<file path="config.mk">
export PLATFORM = sky130hd
export DESIGN_NAME = shelf_rectangle_packer_top
export DESIGN_NICKNAME = d
export VERILOG_FILES = /design/src/hdl/srp_pkg.sv /design/src/hdl/srp_datapath.sv /design/src/hdl/srp_ctrl.sv /design/src/hdl/shelf_rectangle_packer_top.sv
export SDC_FILE = /design/constraint.sdc
export NUM_CORES = 2
export LEC_CHECK = 0
export ABC_CLOCK_PERIOD_IN_PS = 14700
export BUFFER_PORTS_ARGS = -buffer_cell sky130_fd_sc_hd__buf_2
export CAP_MARGIN = 20
export CORE_MARGIN = 5
export CORE_UTILIZATION = 55
export DETAILED_ROUTE_END_ITERATION = 8
export HOLD_SLACK_MARGIN = 0.15
export PLACE_DENSITY_LB_ADDON = 0.12
export SLEW_MARGIN = 10
export SYNTH_ARGS = -nofsm -noshare
export SYNTH_HDL_FRONTEND = slang
export SYNTH_HIERARCHICAL = 1
export SYNTH_SLANG_ARGS = --single-unit
</file>
<file path="constraint.sdc">
create_clock -name i_clk -period 14.7 [get_ports i_clk]
set_clock_uncertainty 0.15 [all_clocks]
set_input_delay 0 -clock i_clk [delete_from_list [all_inputs] [get_ports i_clk]]
set_output_delay 0 -clock i_clk [all_outputs]
set_load 0.01 [all_outputs]
</file>
<file path="src/hdl/srp_pkg.sv">
// Shared types, constants and helpers for the shelf rectangle packer.
`default_nettype none
package srp_pkg;

    localparam int MaxShelves = 64;
    localparam int ShW = $clog2(MaxShelves);      // shelf index width
    localparam int CntW = $clog2(MaxShelves + 1); // shelf count width
    localparam int FillW = 18;

    localparam logic [1:0] StPlaced   = 2'd0;
    localparam logic [1:0] StTooWide  = 2'd1;
    localparam logic [1:0] StNoShelf  = 2'd2;
    localparam logic [1:0] StFailed   = 2'd3;

    localparam logic CfgWidth = 1'b0;
    localparam logic CfgUnit  = 1'b1;

    typedef struct packed {
        logic [15:0] rect_width;
        logic [15:0] rect_height;
        logic        first_item;
    } t_in_word;

    typedef struct packed {
        logic [15:0] x_offset;
        logic [15:0] y_offset;
        logic [1:0]  status;
        logic [15:0] atlas_height;
    } t_out_word;

    // Commands from the controller to the datapath.
    typedef struct packed {
        logic load;       // capture the input word, start the unit count
        logic div_step;   // one restoring division step
        logic scan_start; // begin run search at shelf zero
        logic scan_step;  // examine next shelf
        logic place;      // commit the placement or error
        logic wr_step;    // add width to one shelf of the run
        logic clr_step;   // clear one shelf
    } t_cmd;

    // Status from the datapath back to the controller.
    typedef struct packed {
        logic div_done;
        logic skip;       // failed earlier or too wide: no search needed
        logic scan_done;
        logic wr_done;
        logic clr_done;
        logic clr_needed;
    } t_stat;

    function automatic logic [15:0] sat16(input logic [33:0] v);
        return (v > 34'd65535) ? 16'hFFFF : v[15:0];
    endfunction

endpackage
`default_nettype wire

</file>
<file path="src/hdl/srp_datapath.sv">
// Datapath: shelf fill memory, unit divider, run search and result register.
`default_nettype none
module srp_datapath
    import srp_pkg::*;
(
    input  wire logic        i_clk,
    input  wire logic        i_rst_n,
    input  wire t_cmd        i_cmd,
    output t_stat            o_stat,
    input  wire t_in_word    i_in,
    input  wire logic        i_cfg_we,
    input  wire logic        i_cfg_idx,
    input  wire logic [31:0] i_cfg_data,
    output t_out_word        o_res
);

    logic [16:0]     r_limit;
    logic [10:0]     r_unit;
    t_in_word        r_in;
    logic [FillW-1:0] r_fill [MaxShelves];
    logic [CntW-1:0] r_used;
    logic            r_failed;
    logic [16:0]     r_units;
    logic [15:0]     r_quot;
    logic [10:0]     r_rem;
    logic [4:0]      r_dcnt;
    logic [CntW-1:0] r_j;       // next shelf to read
    logic [CntW-1:0] r_ri;      // shelf held in the read register
    logic            r_rv;      // read register holds a shelf to examine
    logic [FillW-1:0] r_rd;
    logic [FillW-1:0] r_val;    // fill of the current run of equal shelves
    logic [CntW-1:0] r_len;     // length of that run
    logic [FillW-1:0] r_xval;   // fill of the chosen run
    logic            r_have;
    logic [CntW-1:0] r_found;
    logic [CntW-1:0] r_wcnt;
    t_out_word       r_res;
    logic [17:0]     r_maxw;

    // Atlas width: limit rounded up to a power of two, zero for zero.
    logic [17:0] n_maxw;
    always_comb begin
        logic [16:0] v;
        v = r_limit - 17'd1;
        v = v | (v >> 1);
        v = v | (v >> 2);
        v = v | (v >> 4);
        v = v | (v >> 8);
        v = v | (v >> 16);
        n_maxw = {1'b0, v} + 18'd1;
        if (r_limit == 17'd0) n_maxw = 18'd0;
    end

    always_ff @(posedge i_clk) begin
        if (!i_rst_n) begin
            r_limit <= 17'd1024;
            r_unit  <= 11'd16;
        end else if (i_cfg_we) begin
            if (i_cfg_idx == CfgWidth) r_limit <= i_cfg_data[16:0];
            else                       r_unit  <= i_cfg_data[10:0];
        end
    end

    logic [10:0] div_d;
    assign div_d = (r_unit == 11'd0) ? 11'd1 : r_unit;

    // One restoring division step per cycle.
    logic [11:0] trial;
    assign trial = {r_rem, r_quot[15]} - {1'b0, div_d};

    // The search streams the shelves in order and tracks the run of equal
    // fills that ends at the shelf just read.
    logic             same_run;
    logic [FillW-1:0] n_val;
    logic [CntW-1:0]  n_len;
    logic [FillW:0]   fit_sum;
    logic             hit;
    assign same_run = (r_len != '0) && (r_rd == r_val);
    assign n_val    = same_run ? r_val : r_rd;
    assign n_len    = same_run ? r_len + CntW'(1) : CntW'(1);
    assign fit_sum  = {1'b0, n_val} + (FillW+1)'(r_in.rect_width);
    assign hit      = r_rv && (17'(n_len) >= r_units) && (fit_sum <= {1'b0, r_maxw});

    // Every shelf of the chosen run holds the same fill.
    logic [FillW-1:0] wr_val;
    assign wr_val = r_xval + FillW'(r_in.rect_width);

    logic [CntW-1:0] wr_addr;
    assign wr_addr = r_found + r_wcnt;

    always_ff @(posedge i_clk) begin
        if (!i_rst_n) begin
            r_used   <= CntW'(1);
            r_failed <= 1'b0;
            r_wcnt   <= '0;
        end else begin
            if (i_cmd.load) begin
                r_in   <= i_in;
                r_maxw <= n_maxw;
                r_quot <= i_in.rect_height;
                r_rem  <= '0;
                r_dcnt <= '0;
                r_wcnt <= '0;
                if (i_in.first_item) begin
                    r_used   <= CntW'(1);
                    r_failed <= 1'b0;
                end
            end
            if (i_cmd.div_step) begin
                if (!trial[11]) begin
                    r_rem  <= trial[10:0];
                    r_quot <= {r_quot[14:0], 1'b1};
                end else begin
                    r_rem  <= {r_rem[9:0], r_quot[15]};
                    r_quot <= {r_quot[14:0], 1'b0};
                end
                r_dcnt <= r_dcnt + 5'd1;
            end
            if (i_cmd.scan_start) begin
                r_units <= ({1'b0, r_quot} + ((r_rem != 0) ? 17'd1 : 17'd0) == 17'd0)
                           ? 17'd1 : {1'b0, r_quot} + ((r_rem != 0) ? 17'd1 : 17'd0);
                r_j    <= '0;
                r_rv   <= 1'b0;
                r_len  <= '0;
                r_have <= 1'b0;
            end
            if (i_cmd.scan_step) begin
                if (r_j < r_used) begin
                    r_ri <= r_j;
                    r_rv <= 1'b1;
                    r_j  <= r_j + CntW'(1);
                end else begin
                    r_rv <= 1'b0;
                end
                if (r_rv && !r_have) begin
                    r_val <= n_val;
                    r_len <= n_len;
                    if (hit) begin
                        r_have  <= 1'b1;
                        r_found <= r_ri + CntW'(1) - r_units[CntW-1:0];
                        r_xval  <= n_val;
                    end
                end
            end
            if (i_cmd.place) begin
                r_res.x_offset <= '0;
                r_res.y_offset <= '0;
                r_wcnt         <= '0;
                if (r_failed) begin
                    r_res.status <= StFailed;
                    r_res.atlas_height <= sat16(34'(r_used) * 34'(r_unit));
                end else if ({2'b0, r_in.rect_width} > r_maxw) begin
                    r_res.status <= StTooWide;
                    r_failed     <= 1'b1;
                    r_res.atlas_height <= sat16(34'(r_used) * 34'(r_unit));
                end else if (r_have) begin
                    r_res.status   <= StPlaced;
                    r_res.x_offset <= sat16(34'(r_xval));
                    r_res.y_offset <= sat16(34'(r_found) * 34'(r_unit));
                    r_res.atlas_height <= sat16(34'(r_used) * 34'(r_unit));
                end else if (17'(r_used) + r_units > 17'(MaxShelves)) begin
                    r_res.status <= StNoShelf;
                    r_failed     <= 1'b1;
                    r_res.atlas_height <= sat16(34'(r_used) * 34'(r_unit));
                end else begin
                    // Shelves above those in use are still empty.
                    r_res.status   <= StPlaced;
                    r_res.y_offset <= sat16(34'(r_used) * 34'(r_unit));
                    r_res.atlas_height <=
                        sat16(34'(r_used + r_units[CntW-1:0]) * 34'(r_unit));
                    r_xval  <= '0;
                    r_found <= r_used;
                    r_have  <= 1'b1;
                    r_used  <= r_used + r_units[CntW-1:0];
                end
            end
            if (i_cmd.wr_step) r_wcnt <= r_wcnt + CntW'(1);
            if (i_cmd.clr_step) r_wcnt <= r_wcnt + CntW'(1);
        end
    end

    // Fill memory: one write and one registered read per cycle, cleared by a sweep
    // after reset or a first item.
    always_ff @(posedge i_clk) begin
        if (i_cmd.clr_step)
            r_fill[r_wcnt[ShW-1:0]] <= '0;
        else if (i_cmd.wr_step && r_have)
            r_fill[wr_addr[ShW-1:0]] <= wr_val;
        if (i_cmd.scan_step)
            r_rd <= r_fill[r_j[ShW-1:0]];
    end

    logic r_clr_need;
    always_ff @(posedge i_clk) begin
        if (!i_rst_n) r_clr_need <= 1'b1;
        else if (i_cmd.load && i_in.first_item) r_clr_need <= 1'b1;
        else if (i_cmd.clr_step && r_wcnt == CntW'(MaxShelves - 1)) r_clr_need <= 1'b0;
    end

    assign o_stat.div_done   = (r_dcnt == 5'd16);
    assign o_stat.skip       = r_failed || ({2'b0, r_in.rect_width} > r_maxw);
    assign o_stat.scan_done  = r_have || (!r_rv && r_j >= r_used);
    assign o_stat.wr_done    = !r_have || (17'(r_wcnt) + 17'd1 >= r_units);
    assign o_stat.clr_done   = (r_wcnt == CntW'(MaxShelves - 1));
    assign o_stat.clr_needed = r_clr_need;
    assign o_res = r_res;

endmodule
`default_nettype wire

</file>
<file path="src/hdl/srp_ctrl.sv">
// Controller state machine sequencing clear, divide, search, place and write.
`default_nettype none
module srp_ctrl
    import srp_pkg::*;
(
    input  wire logic i_clk,
    input  wire logic i_rst_n,
    input  wire logic i_in_valid,
    output logic      o_in_stall,
    input  wire logic i_out_stall,
    output logic      o_out_valid,
    input  wire t_stat i_stat,
    output t_cmd      o_cmd
);

    typedef enum logic [7:0] {
        S_CLEAR = 8'b0000_0001,
        S_IDLE  = 8'b0000_0010,
        S_DIV   = 8'b0000_0100,
        S_SCAN0 = 8'b0000_1000,
        S_SCAN  = 8'b0001_0000,
        S_PLACE = 8'b0010_0000,
        S_WRITE = 8'b0100_0000,
        S_CLR2  = 8'b1000_0000
    } t_state;

    t_state r_state, n_state;
    logic   r_out_valid;

    logic take;
    assign take = (r_state == S_IDLE) && i_in_valid && !r_out_valid;
    assign o_in_stall  = !((r_state == S_IDLE) && !r_out_valid);
    assign o_out_valid = r_out_valid;

    always_comb begin
        n_state = r_state;
        o_cmd   = '0;
        unique case (r_state)
            S_CLEAR: begin
                o_cmd.clr_step = 1'b1;
                if (i_stat.clr_done) n_state = S_IDLE;
            end
            S_IDLE: begin
                if (take) begin
                    o_cmd.load = 1'b1;
                    n_state = S_CLR2;
                end
            end
            S_CLR2: begin
                if (i_stat.clr_needed) begin
                    o_cmd.clr_step = 1'b1;
                    if (i_stat.clr_done) n_state = S_DIV;
                end else begin
                    n_state = S_DIV;
                end
            end
            S_DIV: begin
                if (i_stat.div_done) n_state = S_SCAN0;
                else o_cmd.div_step = 1'b1;
            end
            S_SCAN0: begin
                o_cmd.scan_start = 1'b1;
                n_state = S_SCAN;
            end
            S_SCAN: begin
                if (i_stat.skip || i_stat.scan_done) n_state = S_PLACE;
                else o_cmd.scan_step = 1'b1;
            end
            S_PLACE: begin
                o_cmd.place = 1'b1;
                n_state = S_WRITE;
            end
            S_WRITE: begin
                o_cmd.wr_step = 1'b1;
                if (i_stat.wr_done) n_state = S_IDLE;
            end
            default: n_state = S_IDLE;
        endcase
    end

    always_ff @(posedge i_clk) begin
        if (!i_rst_n) begin
            r_state     <= S_CLEAR;
            r_out_valid <= 1'b0;
        end else begin
            r_state <= n_state;
            if (r_state == S_PLACE) r_out_valid <= 1'b1;
            else if (r_out_valid && !i_out_stall) r_out_valid <= 1'b0;
        end
    end

endmodule
`default_nettype wire

</file>
<file path="src/hdl/shelf_rectangle_packer_top.sv">
// Top level of the shelf rectangle packer.
//
// Each word passes through these steps from its acceptance to the end of its
// update: the idle state takes the word, a second state checks for a pending
// clear, a 16-step serial divider forms the shelf count, the search reads one
// shelf of the fill memory per cycle among the U shelves in use (up to 64) and
// stops at the first fitting run, the place state places, and the run it is
// placed in is then updated one shelf per cycle (an error updates no shelf).
// After reset, and when a first-item word arrives, a clearing pass sweeps all
// 64 shelves of the fill memory; for a first item it runs in place of the
// single check. The result word appears after the place state and is held
// until taken; the next word is taken once the update is done and the result
// has gone.
`default_nettype none
module shelf_rectangle_packer_top
    import srp_pkg::*;
(
    input  wire logic        i_clk,
    input  wire logic        i_rst_n,
    input  wire logic        i_in_valid,
    output logic             o_in_stall,
    input  wire t_in_word    i_in_data,
    output logic             o_out_valid,
    input  wire logic        i_out_stall,
    output t_out_word        o_out_data,
    input  wire logic        i_cfg_valid,
    output logic             o_cfg_ready,
    input  wire logic [0:0]  i_cfg_index,
    input  wire logic [31:0] i_cfg_data
);

    t_cmd  cmd;
    t_stat stat;

    assign o_cfg_ready = 1'b1;

    srp_ctrl u_ctrl (
        .i_clk, .i_rst_n, .i_in_valid, .o_in_stall, .i_out_stall, .o_out_valid,
        .i_stat(stat), .o_cmd(cmd)
    );

    srp_datapath u_dp (
        .i_clk, .i_rst_n, .i_cmd(cmd), .o_stat(stat), .i_in(i_in_data),
        .i_cfg_we(i_cfg_valid), .i_cfg_idx(i_cfg_index[0]),
        .i_cfg_data, .o_res(o_out_data)
    );

endmodule
`default_nettype wire

</file>
==> reports/metrics.json <==
{
  "run_status": "finished clean",
  "syn-mean-instance-area_um2": 15.7,
  "synthCells": 4327,
  "postSynth.topFlopCell": "sky130_fd_sc_hd__edfxtp_1",
  "antenna_found_initial": 2,
  "power.density_cell_area_nw_per_um2": 114,
  "cp_data_arrival_time_ns": 8.61,
  "synth.ff_latch_count": 1422,
  "drv_slew": 0,
  "totalWireLength_um": 166000,
  "overflow": 0,
  "final_ws_setup_ns": 6.55,
  "cts_max_level": 4,
  "critical_path.endpoint_type": "register",
  "chipHeight_um": 362,
  "final.min_clock_period_ns": 8.15,
  "die_area_um2": 131000,
  "critical_path_required_ns": 15.16,
  "core-area_um2": 123000,
  "worst-r2r-setup-slack_ns": 6.55,
  "cts_buffers": 147,
  "transition_at_the_pin_with_the_smallest_max_transition_slack_ns": 1.13,
  "power.ir.vdd_worst_uv": 140,
  "drive_gt1_share_pct": 20.0,
  "initial_util_pct": 55.2,
  "min_path_type": "input port to register",
  "grt_pass1_vias": 38800,
  "min_delay_worst_endpoint": "u_dp/r_clr_need",
  "final_hold_viol_count": 0,
  "cts_root_buf": "sky130_fd_sc_hd__clkbuf_16",
  "final_min_period_over_clock_period_pct": 55.5,
  "finish.net_count": 5095,
  "wl_per_cell_um": 25.9,
  "synth_edf_count": 1369,
  "clk-insertion-delay-late_ns": 0.80,
  "cts_tree": "yes",
  "timing.critical_path.from_type": "register",
  "holdCritStartpoint": "i_rst_n",
  "max-clock-path-buffers": 3,
  "finalSetupViolations": 0,
  "pre_cts_slack_ns": 6.49,
  "clk_transition_reported_paths_ns": 0.05,
  "synthToLayoutAreaGrowth_pct": 13.5,
  "remaining_drc_errors": 0,
  "rr_endpoint": "u_dp/o_res[9]",
  "synthesized_cell_area_um2": 68000,
  "tns_ns": 0,
  "worstHoldPathCells": 3,
  "worst_r2r_path_depth": 21,
  "ys_seq_area_share_pct": 62.0,
  "timing.rr.start": "u_dp/r_used[0]",
  "ios": 124,
  "grt_pass1_wl_um": 247000,
  "grt.total_usage_pct": 25.4,
  "post_synth_num_cell_types": 89,
  "whs_ns": 0.213,
  "grt_max_degree": 144,
  "drtIter0Drc": 3674,
  "route.antenna.remaining_nets": 0,
  "cts.sinks": 1422,
  "async_reset_ff_share_pct": 0,
  "cap_violations": 0,
  "final_hpwl_dp_um": 102000,
  "finalWeightedCongestion": 0.862,
  "worstPathMaxFanout": 16,
  "port_buffers": 107,
  "p_leak_nw": 28.9,
  "via_count": 38400,
  "slew-limit-headroom_pct": 24.3,
  "grt_setup_unrepaired": "false",
  "rows": 129,
  "critPathKind": "register to register",
  "synthesis.yosys.warnings": 6,
  "fp.dieW_um": 362,
  "route.detailed.vias_per_inst": 6.01,
  "synthesis.nets": 4791,
  "drt_pass1_iterations": 6,
  "maxClockFrequency_mhz": 123
}
flip-flops by register name, summed over array words and instances (netlist names), 5 cells and up:
register / flops
u_dp/r_used: 7
u_dp/r_maxw: 18
u_dp/r_dcnt: 5
u_dp/r_len: 7
u_dp/r_units: 17
u_dp/r_quot: 16
u_dp/r_in: 16
u_dp/r_limit: 17
u_dp/r_found: 7
u_dp/r_ri: 7
u_dp/r_xval: 18
u_dp/r_rem: 11
u_dp/r_j: 7
u_dp/r_wcnt: 7
u_dp/r_unit: 11
u_ctrl/r_state: 8
u_dp/o_res: 50
u_dp/r_rd: 18
u_dp/r_fill: 1152
u_dp/r_val: 18
through the flow:
| step | util, % | cell area [um2] | instances | total power [mW] |
|---|---|---|---|---|
| finish | 62.6 | 77200 | 6394 | 8.78 |
| global route | 62.6 | 77200 | 6390 | 9.09 |
| CTS | 62.6 | 77200 | 6388 | 8.85 |
| detailed placement | 57.6 | 71000 | 5980 | 5.15 |
| global placement | 57.6 | 71000 | 5980 | 5.14 |
| floorplan | - | 68000 | 4327 | 4.96 |
synthesized netlist by cell type (all sizes together) (12+ instances only):
master / n / area share, %
or3: 20 / 0.18
o211ai: 20 / 0.22
a21oi: 139 / 1.0
xnor2: 77 / 0.99
nor3: 66 / 0.53
edfxtp: 1369 / 60
buf: 51 / 0.33
a211oi: 20 / 0.23
nand2b: 25 / 0.23
nand4: 17 / 0.16
mux4: 378 / 13
o21a: 26 / 0.29
inv: 256 / 1.4
a21o: 34 / 0.38
xor2: 62 / 0.80
and2: 71 / 0.65
clkbuf: 159 / 0.88
o31ai: 17 / 0.19
nand3: 73 / 0.54
o22a: 12 / 0.15
mux2: 19 / 0.31
ha: 245 / 4.5
o21ai: 108 / 0.79
and3: 43 / 0.40
nor2b: 26 / 0.24
nor2: 326 / 1.8
mux2i: 29 / 0.43
fa: 148 / 4.4
dfxtp: 53 / 1.6
nor4: 21 / 0.22
nand2: 275 / 1.5
layout make-up:
class | instances | area [um2]
fillers | 8892 | 46100
flip-flops and latches | 1422 | 42200
multi-input cells | 2435 | 24400
clock buffers | 176 | 3810
repair buffers | 365 | 2850
well taps | 1637 | 2050
inverters | 260 | 976
clock inverters | 95 | 975
diodes | 4 | 10.0
cell usage in the layout (no fill, tap or decap), types with 15 or more instances in the layout:
cell                            Yosys  final
sky130_fd_sc_hd__edfxtp_1        1369   1369
sky130_fd_sc_hd__mux4_2           378    378
sky130_fd_sc_hd__nand2_1          275    275
sky130_fd_sc_hd__inv_1            256    256
sky130_fd_sc_hd__nor2_1           326    253
sky130_fd_sc_hd__ha_1             245    245
sky130_fd_sc_hd__fa_1             148    148
sky130_fd_sc_hd__clkbuf_16          0    147
sky130_fd_sc_hd__a21oi_1          139    138
sky130_fd_sc_hd__dlygate4sd3_1      0    137
sky130_fd_sc_hd__buf_4              4    119
sky130_fd_sc_hd__buf_2              6    107
sky130_fd_sc_hd__o21ai_0          105    105
sky130_fd_sc_hd__xnor2_1           77     77
sky130_fd_sc_hd__nand3_1           73     71
sky130_fd_sc_hd__and2_1            71     68
sky130_fd_sc_hd__xor2_1            62     62
sky130_fd_sc_hd__nor3_1            61     58
sky130_fd_sc_hd__nor2_2             0     58
sky130_fd_sc_hd__dfxtp_1           53     53
sky130_fd_sc_hd__and3_1            43     43
sky130_fd_sc_hd__clkinv_1           4     37
sky130_fd_sc_hd__a21o_1            34     34
sky130_fd_sc_hd__clkinv_2           0     30
sky130_fd_sc_hd__mux2i_1           29     29
sky130_fd_sc_hd__clkbuf_1         159     27
sky130_fd_sc_hd__o21a_1            26     26
sky130_fd_sc_hd__nand2b_1          25     25
sky130_fd_sc_hd__nor2b_1           26     25
sky130_fd_sc_hd__or3_1             20     20
sky130_fd_sc_hd__o211ai_1          20     20
sky130_fd_sc_hd__mux2_2            19     19
sky130_fd_sc_hd__nor4_1            18     18
sky130_fd_sc_hd__a211oi_1          19     18
sky130_fd_sc_hd__o31ai_1           17     17
sky130_fd_sc_hd__nand4_1           17     17
sky130_fd_sc_hd__nor2_4             0     15
layer usage:
layer / part of all wire [%] / GRT usage, % / vias to the layer above / wire, um
li1: - / - / 17200 / -
met1: 41 / 34.1 / 19900 / 67600
met2: 51 / 43.5 / 1138 / 83900
met3: 5.7 / 3.75 / 256 / 9370
met4: 2.9 / 7.84 / 0 / 4850
met5: 0 / 0 / - / 0
worst max path at each step:
stage               cells past startpoint              to  slack (ns)      startpoint
floorplan                              24   u_dp/o_res[9]        7.93  u_dp/r_used[1]
global placement                       21   u_dp/o_res[9]        6.47  u_dp/r_used[0]
detailed placement                     21   u_dp/o_res[9]        6.49  u_dp/r_used[0]
CTS                                    21   u_dp/o_res[9]        6.48  u_dp/r_used[0]
global route                           21  u_dp/o_res[14]        6.06  u_dp/r_used[0]
finish                                 21   u_dp/o_res[9]        6.55  u_dp/r_used[0]
worst max-delay path, stage by stage, from the launching register on:
cell and delay [ns]:
sky130_fd_sc_hd__dfxtp_1 0.74, sky130_fd_sc_hd__ha_1 0.28, sky130_fd_sc_hd__inv_1 0.06, sky130_fd_sc_hd__fa_1 0.39, sky130_fd_sc_hd__nand2b_1 0.20, sky130_fd_sc_hd__a21oi_1 0.17, sky130_fd_sc_hd__xor2_1 0.85, sky130_fd_sc_hd__and2_1 0.25
sky130_fd_sc_hd__fa_1 0.44, sky130_fd_sc_hd__fa_1 0.56, sky130_fd_sc_hd__fa_1 0.43, sky130_fd_sc_hd__fa_1 0.46, sky130_fd_sc_hd__ha_1 0.35, sky130_fd_sc_hd__o21ai_0 0.22, sky130_fd_sc_hd__nor3_1 0.08, sky130_fd_sc_hd__a211oi_1 0.38
sky130_fd_sc_hd__a21oi_1 0.22, sky130_fd_sc_hd__a41oi_1 0.31, sky130_fd_sc_hd__mux2i_1 0.12, sky130_fd_sc_hd__a2111oi_2 0.60, sky130_fd_sc_hd__or2_1 0.51, sky130_fd_sc_hd__a2bb2oi_1 0.22
timing repair:
action                                 4_1_cts  5_1_grt
setup buffers                                0        0
resized for setup                            0        0
endpoints found under the hold margin      120        0
hold buffers                               137        0
cells by family (layout without fill, tap and decap cells):
group	after synthesis	count (layout)	share of synthesized area, %
flip-flops	1422	1422	62.0
AND/OR/NAND/NOR	1022	1022	7.21
buffers and inverters	470	896	2.64
AO/OA/AOI/OAI	454	454	4.26
multiplexers	426	426	13.3
adder cells (fa/ha/maj)	393	393	8.86
XOR/XNOR	139	139	1.79
other	1	5	0.00551
power breakdown:
group | internal [mW] | switching [mW]
combinational | 0.249 | 0.359
clock | 2.09 | 1.60
sequential | 4.46 | 0.0310
total | 6.79 | 1.99
Note: power is estimated with default switching activity, not from simulation.
